**config.mk**
```make
export PLATFORM = sky130hd
export DESIGN_NAME = camera_scaler_ratio_calc
export DESIGN_NICKNAME = d
export VERILOG_FILES = /design/src/rtl/csrc_pkg.sv /design/src/rtl/csrc_lane.sv /design/src/rtl/csrc_merge.sv /design/src/rtl/camera_scaler_ratio_calc.sv
export SDC_FILE = /design/constraint.sdc
export NUM_CORES = 2
export LEC_CHECK = 0
export BUFFER_PORTS_ARGS = -buffer_cell sky130_fd_sc_hd__buf_4
export CORE_ASPECT_RATIO = 0.5
export CORE_MARGIN = 5
export CORE_UTILIZATION = 45
export DETAILED_ROUTE_END_ITERATION = 10
export HOLD_SLACK_MARGIN = 0.03
export PLACE_DENSITY = 0.58
export SLEW_MARGIN = 10
export SYNTH_ARGS = -nofsm -noshare
export SYNTH_HDL_FRONTEND = slang
export SYNTH_SLANG_ARGS = --single-unit
```
**constraint.sdc**
```tcl
create_clock -name clk -period 4.26 [get_ports clk]
set_input_delay 0.852 -clock clk [delete_from_list [all_inputs] [get_ports clk]]
set_output_delay 0.852 -clock clk [all_outputs]
set_load 0.03 [all_outputs]
```
**src/rtl/csrc_pkg.sv**
```systemverilog
// ----------------------------------------------------------------------------
// csrc_pkg
// Shared types and constants for the camera scaler ratio calculator.
// ----------------------------------------------------------------------------
package csrc_pkg;

  localparam int DIM_W            = 13;  // frame size fields
  localparam int STATUS_W         = 3;
  localparam int RATIO_W          = 6;   // prescale divisor, 1..32
  localparam int SHIFT_W          = 3;   // log2 of prescale divisor
  localparam int MAIN_W           = 9;   // main step, 8 fractional bits
  localparam int MAX_SHIFT        = 5;   // largest prescale shift
  localparam int RATIO_LIMIT_LOG2 = 6;   // ratio of 64 or more is an error
  localparam int LIMIT_W          = DIM_W + RATIO_LIMIT_LOG2;
  localparam int DIVISOR_W        = DIM_W + MAX_SHIFT;
  localparam int REM_W            = DIVISOR_W + 1;
  // edges from the accepting edge to the edge that raises done
  localparam int OUT_LATENCY      = MAIN_W + 1;

  typedef enum logic [STATUS_W-1:0] {
    STATUS_OK          = 3'd0,
    STATUS_BAD_TARGET  = 3'd1,
    STATUS_BAD_SOURCE  = 3'd2,
    STATUS_HORIZ_LARGE = 3'd3,
    STATUS_VERT_LARGE  = 3'd4
  } status_t;

  typedef struct packed {
    logic [DIM_W-1:0] source_width;
    logic [DIM_W-1:0] source_height;
    logic [DIM_W-1:0] target_width;
    logic [DIM_W-1:0] target_height;
  } sizes_t;

  typedef struct packed {
    status_t            status;
    logic [RATIO_W-1:0] horiz_pre_ratio;
    logic [SHIFT_W-1:0] horiz_shift;
    logic [RATIO_W-1:0] vert_pre_ratio;
    logic [SHIFT_W-1:0] vert_shift;
    logic [DIM_W-1:0]   prescaled_width;
    logic [DIM_W-1:0]   prescaled_height;
    logic [MAIN_W-1:0]  main_horiz_ratio;
    logic [MAIN_W-1:0]  main_vert_ratio;
    logic               upscale_horiz;
    logic               upscale_vert;
  } result_t;

  // what one axis lane hands to the merge stage
  typedef struct packed {
    logic               tar_zero;
    logic               src_zero;
    logic               too_large;
    logic [RATIO_W-1:0] pre_ratio;
    logic [SHIFT_W-1:0] shift;
    logic [DIM_W-1:0]   prescaled;
    logic [MAIN_W-1:0]  main_ratio;
    logic               upscale;
  } lane_res_t;

endpackage

```
**src/rtl/csrc_lane.sv**
```systemverilog
// ----------------------------------------------------------------------------
// csrc_lane
// One axis: prescale pick, range checks and a pipelined main step divider.
// ----------------------------------------------------------------------------
module csrc_lane (
  input  logic                          clk,
  input  logic [csrc_pkg::DIM_W-1:0]    src,
  input  logic [csrc_pkg::DIM_W-1:0]    tar,
  output csrc_pkg::lane_res_t           res
);

  localparam int DIM_W     = csrc_pkg::DIM_W;
  localparam int MAIN_W    = csrc_pkg::MAIN_W;
  localparam int MAX_SHIFT = csrc_pkg::MAX_SHIFT;
  localparam int RL_LOG2   = csrc_pkg::RATIO_LIMIT_LOG2;
  localparam int DIVISOR_W = csrc_pkg::DIVISOR_W;
  localparam int REM_W     = csrc_pkg::REM_W;
  localparam int SHIFT_W   = csrc_pkg::SHIFT_W;
  localparam int RATIO_W   = csrc_pkg::RATIO_W;

  // setup stage logic
  logic [SHIFT_W-1:0]     shift;
  csrc_pkg::lane_res_t    setup;
  logic [DIVISOR_W-1:0]   divisor;

  always_comb begin
    shift = '0;
    // largest power of two with src >= tar * p wins
    for (int k = 1; k <= MAX_SHIFT; k++) begin
      if ({{MAX_SHIFT{1'b0}}, src} >= ({{MAX_SHIFT{1'b0}}, tar} << k)) begin
        shift = SHIFT_W'(k);
      end
    end
  end

  always_comb begin
    setup            = '0;
    setup.tar_zero   = (tar == '0);
    setup.src_zero   = (src == '0);
    setup.too_large  = {{RL_LOG2{1'b0}}, src} >= {tar, {RL_LOG2{1'b0}}};
    setup.pre_ratio  = RATIO_W'(1) << shift;
    setup.shift      = shift;
    setup.prescaled  = src >> shift;
    setup.upscale    = (tar >= src);
    divisor          = {{MAX_SHIFT{1'b0}}, tar} << shift;
  end

  // divider stages, one quotient bit each
  logic [REM_W-1:0]     rem_q  [0:MAIN_W-1];
  logic [DIVISOR_W-1:0] dvs_q  [0:MAIN_W-1];
  logic [MAIN_W-1:0]    quo_q  [0:MAIN_W];
  csrc_pkg::lane_res_t  meta_q [0:MAIN_W];

  always_ff @(posedge clk) begin
    rem_q[0]  <= {{(REM_W-DIM_W){1'b0}}, src};
    dvs_q[0]  <= divisor;
    quo_q[0]  <= '0;
    meta_q[0] <= setup;
  end

  for (genvar g = 1; g <= MAIN_W; g++) begin : g_div
    logic [REM_W-1:0] trial;
    logic             take;

    // first step gives the integer bit, later ones shift in fraction bits
    if (g == 1) begin : g_first
      assign trial = rem_q[g-1];
    end else begin : g_rest
      assign trial = {rem_q[g-1][REM_W-2:0], 1'b0};
    end

    assign take = (trial >= {1'b0, dvs_q[g-1]});

    always_ff @(posedge clk) begin
      quo_q[g]  <= quo_q[g-1] | (take ? (MAIN_W'(1) << (MAIN_W - g)) : '0);
      meta_q[g] <= meta_q[g-1];
    end

    if (g < MAIN_W) begin : g_carry
      always_ff @(posedge clk) begin
        rem_q[g] <= take ? (trial - {1'b0, dvs_q[g-1]}) : trial;
        dvs_q[g] <= dvs_q[g-1];
      end
    end
  end

  always_comb begin
    res            = meta_q[MAIN_W];
    res.main_ratio = quo_q[MAIN_W];
  end

endmodule

```
**src/rtl/csrc_merge.sv**
```systemverilog
// ----------------------------------------------------------------------------
// csrc_merge
// Combines both axis lanes into status and the registered result.
// ----------------------------------------------------------------------------
module csrc_merge (
  input  logic                clk,
  input  logic                rst,
  input  logic                in_valid,
  input  csrc_pkg::lane_res_t horiz,
  input  csrc_pkg::lane_res_t vert,
  output logic                done,
  output csrc_pkg::result_t   result
);

  csrc_pkg::status_t status;
  csrc_pkg::result_t result_next;

  always_comb begin
    if (horiz.tar_zero || vert.tar_zero) begin
      status = csrc_pkg::STATUS_BAD_TARGET;
    end else if (horiz.src_zero || vert.src_zero) begin
      status = csrc_pkg::STATUS_BAD_SOURCE;
    end else if (horiz.too_large) begin
      status = csrc_pkg::STATUS_HORIZ_LARGE;
    end else if (vert.too_large) begin
      status = csrc_pkg::STATUS_VERT_LARGE;
    end else begin
      status = csrc_pkg::STATUS_OK;
    end
  end

  always_comb begin
    result_next        = '0;
    result_next.status = status;
    if (status == csrc_pkg::STATUS_OK) begin
      result_next.horiz_pre_ratio  = horiz.pre_ratio;
      result_next.horiz_shift      = horiz.shift;
      result_next.vert_pre_ratio   = vert.pre_ratio;
      result_next.vert_shift       = vert.shift;
      result_next.prescaled_width  = horiz.prescaled;
      result_next.prescaled_height = vert.prescaled;
      result_next.main_horiz_ratio = horiz.main_ratio;
      result_next.main_vert_ratio  = vert.main_ratio;
      result_next.upscale_horiz    = horiz.upscale;
      result_next.upscale_vert     = vert.upscale;
    end
  end

  always_ff @(posedge clk) begin
    if (rst) begin
      done <= 1'b0;
    end else begin
      done <= in_valid;
    end
  end

  always_ff @(posedge clk) begin
    result <= result_next;
  end

endmodule

```
**src/rtl/camera_scaler_ratio_calc.sv**
```systemverilog
// ----------------------------------------------------------------------------
// camera_scaler_ratio_calc
// Scaler settings from source crop and target frame sizes, both axes at once.
// ----------------------------------------------------------------------------
//
//   channel   ports                 direction  transfer
//   --------  --------------------  ---------  ---------------------------
//   request   start, busy, sizes    in         start high, busy low
//   result    done, result          out        done high, one cycle only
//
// one transfer per cycle is taken; busy stays low, the pipeline never stalls
// done rises after the request passes the setup stage, nine divider stages of
// one quotient bit each and then the merge register; the result transfers at
// the edge after that
// the receiver cannot stall: done is a one-cycle strobe
// rst is synchronous; it clears the valid pipeline, requests in flight are lost
//
module camera_scaler_ratio_calc (
  input  logic               clk,
  input  logic               rst,
  input  logic               start,
  output logic               busy,
  input  csrc_pkg::sizes_t   sizes,
  output logic               done,
  output csrc_pkg::result_t  result
);

  localparam int MAIN_W = csrc_pkg::MAIN_W;

  logic                accept;
  logic [MAIN_W:0]     vld;       // one valid bit per lane stage
  csrc_pkg::lane_res_t horiz_res;
  csrc_pkg::lane_res_t vert_res;

  // fully pipelined, so there is never a reason to hold requests off
  assign busy   = 1'b0;
  assign accept = start && !busy;

  always_ff @(posedge clk) begin
    if (rst) begin
      vld <= '0;
    end else begin
      vld <= {vld[MAIN_W-1:0], accept};
    end
  end

  // horizontal lane
  csrc_lane u_lane_h (
    .clk (clk),
    .src (sizes.source_width),
    .tar (sizes.target_width),
    .res (horiz_res)
  );

  // vertical lane
  csrc_lane u_lane_v (
    .clk (clk),
    .src (sizes.source_height),
    .tar (sizes.target_height),
    .res (vert_res)
  );

  // status priority and zeroing on error, registered onto the result port
  csrc_merge u_merge (
    .clk      (clk),
    .rst      (rst),
    .in_valid (vld[MAIN_W]),
    .horiz    (horiz_res),
    .vert     (vert_res),
    .done     (done),
    .result   (result)
  );

`ifndef SYNTH
  // every accepted transfer comes out after the fixed latency
  a_latency : assert property (@(posedge clk) disable iff (rst)
    accept |-> ##(csrc_pkg::OUT_LATENCY + 1) done)
    else $error("result strobe missing after request");

  // an error result has zero prescale divisors, main ratios and upscale flags
  a_err_zero : assert property (@(posedge clk) disable iff (rst)
    (done && result.status != csrc_pkg::STATUS_OK) |->
      (result.horiz_pre_ratio == '0 && result.vert_pre_ratio == '0 &&
       result.main_horiz_ratio == '0 && result.main_vert_ratio == '0 &&
       !result.upscale_horiz && !result.upscale_vert))
    else $error("error result has non-zero fields");

  // good results have power-of-two divisors matching their shifts
  a_ratio_shift : assert property (@(posedge clk) disable iff (rst)
    (done && result.status == csrc_pkg::STATUS_OK) |->
      ($onehot(result.horiz_pre_ratio) && $onehot(result.vert_pre_ratio) &&
       result.horiz_pre_ratio == (csrc_pkg::RATIO_W'(1) << result.horiz_shift) &&
       result.vert_pre_ratio == (csrc_pkg::RATIO_W'(1) << result.vert_shift)))
    else $error("prescale divisor and shift disagree");
`endif

endmodule
```
Yosys cells after proc, flatten, opt, wreduce, memory -nomap -nowiden
Memory sizes are Yosys's and may differ from the RTL's. A register that Yosys moved wholly into a read port is not among the register bits.
Index checks and enable logic that the tools add are counted.

word-level totals
  flip-flop bits (word level) = 60
  memory bits (writable) = 1546
  input bits = 55
  output and inout bits = 69
  word-level logic and storage cells = 148
  memories = 8

memories
  memory           depth  bits a word  rd ports  clocked after Yosys merged registers in  write ports  RTL line         source
  u_lane_h.meta_q  10     35           10        0                                        10           csrc_lane.sv:52  csrc_pkg::lane_res_t meta_q [0:MAIN_W];
  u_lane_v.meta_q  10     35           10        0                                        10           csrc_lane.sv:52
  u_lane_h.rem_q   9      19           9         0                                        9            csrc_lane.sv:49  logic [REM_W-1:0] rem_q [0:MAIN_W-1];
  u_lane_v.rem_q   9      19           9         0                                        9            csrc_lane.sv:49
  u_lane_h.dvs_q   9      18           9         0                                        9            csrc_lane.sv:50  logic [DIVISOR_W-1:0] dvs_q [0:MAIN_W-1];
  u_lane_v.dvs_q   9      18           9         0                                        9            csrc_lane.sv:50
  2 more memories  --     --           --        --                                       --           --

operators by class
  add/sub/neg operators = 16
  order comparisons = 32
  shift operators = 6
  muxes and demuxes = 48
  bitwise logic cells = 18
  reductions and logical operators = 9

operators with widths
  operator                                                           number
  19-bit by 18-bit greater-or-equal comparator with 1-bit output     18
  19-bit two-way mux                                                 16
  19-bit by 18-bit subtractor with 19-bit output                     16
  9-bit OR                                                           14
  13-bit logical NOT                                                 4
  3-bit two-way mux                                                  14
  13-bit by 19-bit greater-or-equal comparator with 1-bit output     2
  13-bit by 18-bit greater-or-equal comparator with 1-bit output     2
  13-bit by 3-bit left shift with 18-bit output                      2
  13-bit by 17-bit greater-or-equal comparator with 1-bit output     2
  13-bit by 16-bit greater-or-equal comparator with 1-bit output     2
  13-bit by 15-bit greater-or-equal comparator with 1-bit output     2
  13-bit by 14-bit greater-or-equal comparator with 1-bit output     2
  13-bit greater-or-equal comparator                                 2
  13-bit by 3-bit >> shifter with 13-bit output                      2
  9-bit two-way mux                                                  2
  9-bit by 1-bit OR with 9-bit output                                2
  9-bit by 2-bit OR with 9-bit output                                2
  8-bit two-way mux                                                  2
  7-bit two-way mux                                                  2
  6-bit two-way mux                                                  2
  1-bit by 3-bit left shift with 6-bit output, first input constant  2
  5-bit two-way mux                                                  2
  4-bit two-way mux                                                  2
  other kinds (5)                                                    11

Longest topological paths before layout
  word-level depth = 7
  gate-level depth with buffers = 14

By module
A second synthesis with hierarchy kept.

second synthesis, totals
  cells, all modules = 4695
  area, all modules = 50514.7 um2

by module, submodules not included
  module                    instances  cells each  area an instance (um2)  seq. area each (um2)
  csrc_lane at u_lane_h     1          2226        24036.8                 12492.0
  csrc_lane at u_lane_v     1          2287        24033.0                 12492.0
  csrc_merge                1          160         2170.8                  1361.3
  camera_scaler_ratio_calc  1          22          274.0                   200.2

Worst setup path before layout
OpenSTA, ideal clock, no wires.

  kind = input port to flip-flop
  from = input port sizes[14] (netlist name)
  to = memory u_lane_h.dvs_q[0][7] (netlist name)
  setup time = 0.122 ns
  arrival time = 3.320 ns
  required time = 4.138 ns
  slack = 0.818 ns
  stages on the path = 13
  cells stage by stage = inv_1 -> ha_1 -> nor2b_1 -> a311o_1 -> a21o_1 -> a2111oi_0 -> or3_1 -> clkbuf_1 -> a21oi_1 -> buf_4 -> mux2i_1 -> o22ai_1 -> a221o_1

RTL lines
  item                RTL line                        source
  start: declaration  camera_scaler_ratio_calc.sv:23  input csrc_pkg::sizes_t sizes,
  end: declaration    csrc_lane.sv:50

==> impl_metrics.py <==
metrics = {
    "clock_network": {
        "h-tree-depth": 3,
        "cts_hold_buf": 0,
        "cts.path.max_buffers": 3,
        "cts_resized": 0,
        "clock_latency_ns": 0.73,
        "cts_root_buf": "clkbuf_16",
        "postCtsSetupRepairBufs": 0,
        "numCtsBuffers": 113,
        "cts_sinks": 1326,
        "cts_tree": "built",
        "path_clk_slew_ns": 0.08,
    },
    "yosys": {
        "synth_edf_count": 0,
        "ys_async_sr_fraction_pct": 0,
        "avgSynthCellArea_sq_um": 10.54,
        "synth_area_sq_um": 49240,
        "synth_top_area_share_pct": 53.91,
        "synthTopCellsByArea": "dfxtp_1, ha_1, inv_1",
        "ys_seq_elements": 1326,
        "synth.largest_area_cell": "dfxtp_1",
        "yosys_warnings": 0,
        "synth-seq-area-share_pct": 53.91,
        "synthCells": 4670,
        "synth_flop_cell": "dfxtp_1",
        "yosys.cell_types.count": 82,
    },
    "power_and_ir_drop": {
        "finalPower_mw": 38.20,
        "power.leakage_nw": 25.51,
        "pwr_density_cell_nw_per_um2": 681.3,
        "peakVddDrop_mv": 0.3629,
    },
    "sta": {
        "fin_crit_sh_pct": 82.53,
        "layout_min_cycle_time_ns": 3.516,
        "final-max-slew-violation-count": 0,
        "setup_tns_ns": 0,
        "tightest_slew_ns": 1.081,
        "max_freq_ghz": 0.2844,
        "holdWs_ns": 0.2844,
        "slew_headroom_pct": 26.09,
        "fin_worst_skew_ns": 0.02173,
        "finalSetupViolations": 0,
        "hold_viol_final": 0,
        "rsz0062_at_grt": "false",
    },
    "worst_hold_path": {
        "worstHoldPathType": "input port to register",
    },
    "outcome": {
        "status": "completed",
    },
    "route": {
        "routed_wirelength_mm": 105.3,
        "wl_met3_mm": 4.126,
        "top_layer": "met4",
        "vias": 32105,
        "drt_iter0_markers": 1706,
        "dr.pass1.iters": 5,
        "wl_met1_mm": 50.44,
        "viasPerCell": 4.999,
        "wl_per_cell_microns": 16.40,
        "postRouteAntennaNets": 0,
        "drc_errors": 0,
        "met2WireLength_mm": 47.56,
    },
    "place": {
        "dpl.hpwl_mm": 79.52,
        "port_buffers": 122,
        "gp_congestion": 0.9005,
        "place_area_sq_um": 52020,
    },
    "floorplan": {
        "start_util_pct": 45.57,
        "fp-row-count": 85,
        "die_h_microns": 243.9,
        "ioPinCount": 124,
        "core_region_area_sq_um": 108100,
        "die_w_microns": 477.8,
        "dieArea_sq_um": 116500,
    },
    "critical_path": {
        "start_kind": "register",
        "path_class": "register to register",
        "crit_path_max_fanout": 23,
        "crit_path_end_kind": "register",
        "cp.arrival_ns": 4.10,
        "worstPathRequired_ns": 4.85,
    },
    "layout": {
        "drive_above_1_share_pct": 10.36,
        "n_fill_cell": 9569,
        "stdcell_area_sq_um": 56070,
        "areaGrowthSynthToFinish_pct": 13.86,
        "final_nets": 5409,
    },
    "global_route": {
        "grt-ovfl-total": 0,
        "grt_antenna_before_repair": 1,
        "grt.total_usage_pct": 17.95,
        "grt_pass1_wl_mm": 170.2,
        "grt_pass1_vias": 32354,
        "grt_start_max_net_pins": 34,
    },
    "run": {
        "drv_cap": 0,
    },
}
synth_stat cells, types with 14 or more instances:
| cell type | count |
|---|---|
| and3_1 | 25 |
| a211o_1 | 14 |
| fa_1 | 16 |
| a31oi_1 | 31 |
| mux2_2 | 113 |
| a211oi_1 | 31 |
| and2_1 | 79 |
| a21oi_1 | 305 |
| o211ai_1 | 17 |
| nand4_1 | 42 |
| or3_1 | 28 |
| ha_1 | 452 |
| nor3_1 | 72 |
| xnor2_1 | 106 |
| o21ai_0 | 223 |
| nor2b_1 | 73 |
| o221ai_1 | 15 |
| nand3_1 | 76 |
| nand2b_1 | 59 |
| o21a_1 | 79 |
| a21o_1 | 62 |
| o31ai_1 | 15 |
| dfxtp_1 | 1326 |
| nand2_1 | 221 |
| inv_1 | 466 |
| mux2i_1 | 49 |
| o31a_1 | 19 |
| xor2_1 | 70 |
| a21boi_0 | 34 |
| clkbuf_1 | 48 |
| nor2_1 | 263 |
flip-flops by register name, summed over array words and instances, names as in the netlist, 67 cells and up:
name             cells
u_lane_h.meta_q    260
u_lane_v.meta_q    260
u_lane_v.rem_q     157
u_lane_h.dvs_q     162
u_lane_h.rem_q     157
u_lane_v.dvs_q     162
u_merge.result      67
routing by layer:
metal  vias up  global-route usage, %
li1      16494                      -
met1     14878                  23.56
met4         0                  5.663
met2       541                  29.86
met5         -                      0
met3       192                  3.579
critical path, stage by stage (launching register included):
cell and delay [ns]:
dfxtp_1 0.37, inv_1 0.05, ha_1 0.28, nor2b_1 0.13, o21ai_0 0.22, a21boi_0 0.17
or3_1 0.36, a21oi_1 0.46, o311a_1 0.32, nand2_1 0.53, mux2_2 0.49
where the power goes:
| group | total, mW | internal, mW | switching (mW) |
|---|---|---|---|
| logic | 11.5 | 5.13 | 6.33 |
| registers | 15.8 | 14.7 | 1.08 |
| clock network | 10.9 | 6.22 | 4.69 |
| total | 38.2 | 26.1 | 12.1 |
layout make-up:
| cell class | instances | area, sq um | area share [%] |
|---|---|---|---|
| clock inverter | 63 | 869.6 | 1.551 |
| antenna | 5 | 12.51 | 0.02232 |
| clock buffer | 148 | 3159 | 5.635 |
| sequential | 1326 | 26550 | 47.35 |
| timing repair buffer | 161 | 1234 | 2.200 |
| inverter | 471 | 1768 | 3.153 |
| tap | 1435 | 1795 | 3.202 |
| multi-input combinational | 2813 | 20680 | 36.89 |
cells in the final DEF, fill, tap and decap left out, types with 30 or more instances in the layout:
cell	netlist	layout
a21boi_0	34	34
o21a_1	79	79
o21ai_0	223	223
nor2b_1	73	73
buf_4	2	159
dfxtp_1	1326	1326
mux2_2	113	113
nand3_1	76	76
a21o_1	62	62
nand2b_1	59	59
a211oi_1	31	30
nand4_1	42	42
ha_1	452	452
and2_1	79	79
a31oi_1	31	31
xor2_1	70	70
inv_1	466	466
mux2i_1	49	49
nor2_1	263	262
nand2_1	221	221
nor3_1	72	72
clkbuf_16	0	113
a21oi_1	305	303
xnor2_1	106	106
cells by family (layout without fill, tap and decap cells):
group / Yosys count / count (layout) / share of synthesized area, %
flip-flops: 1326 / 1326 / 53.91
XOR/XNOR: 176 / 176 / 3.130
AO/OA/AOI/OAI: 986 / 986 / 12.78
AND/OR/NAND/NOR: 1010 / 1010 / 10.25
adder cells (fa/ha/maj): 468 / 468 / 12.14
multiplexers: 162 / 162 / 3.580
other: 1 / 16 / 0.007615
buffers and inverters: 541 / 843 / 4.208
worst paths after layout:
path	startpoint	end	slack [ns]	cells after the start
setup / recovery	u_lane_h.dvs_q[3][1]	u_lane_h.rem_q[1][67]	0.74	10
hold / removal	sizes[28]	u_lane_v.rem_q[0][2]	0.28	1
hold reg to reg	u_lane_h.meta_q[8][0]	u_lane_h.meta_q[9][0]	0.31	0
setup reg to reg	u_lane_h.dvs_q[3][1]	u_lane_h.rem_q[1][67]	0.74	10
metrics by stage:
| stage | util [%] | cells | setup slack [ns] |
|---|---|---|---|
| 2_1_floorplan | - | 4680 | 0.8184 |
| 3_3_place_gp | 48.15 | 6206 | 0.1594 |
| 3_5_place_dp | 48.15 | 6206 | 0.09181 |
| 4_1_cts | 51.88 | 6417 | 0.7378 |
| 5_1_grt | 51.88 | 6417 | 0.5197 |
| 6_report | 51.89 | 6422 | 0.7442 |
No activity file was read; power rests on OpenSTA's default activity.
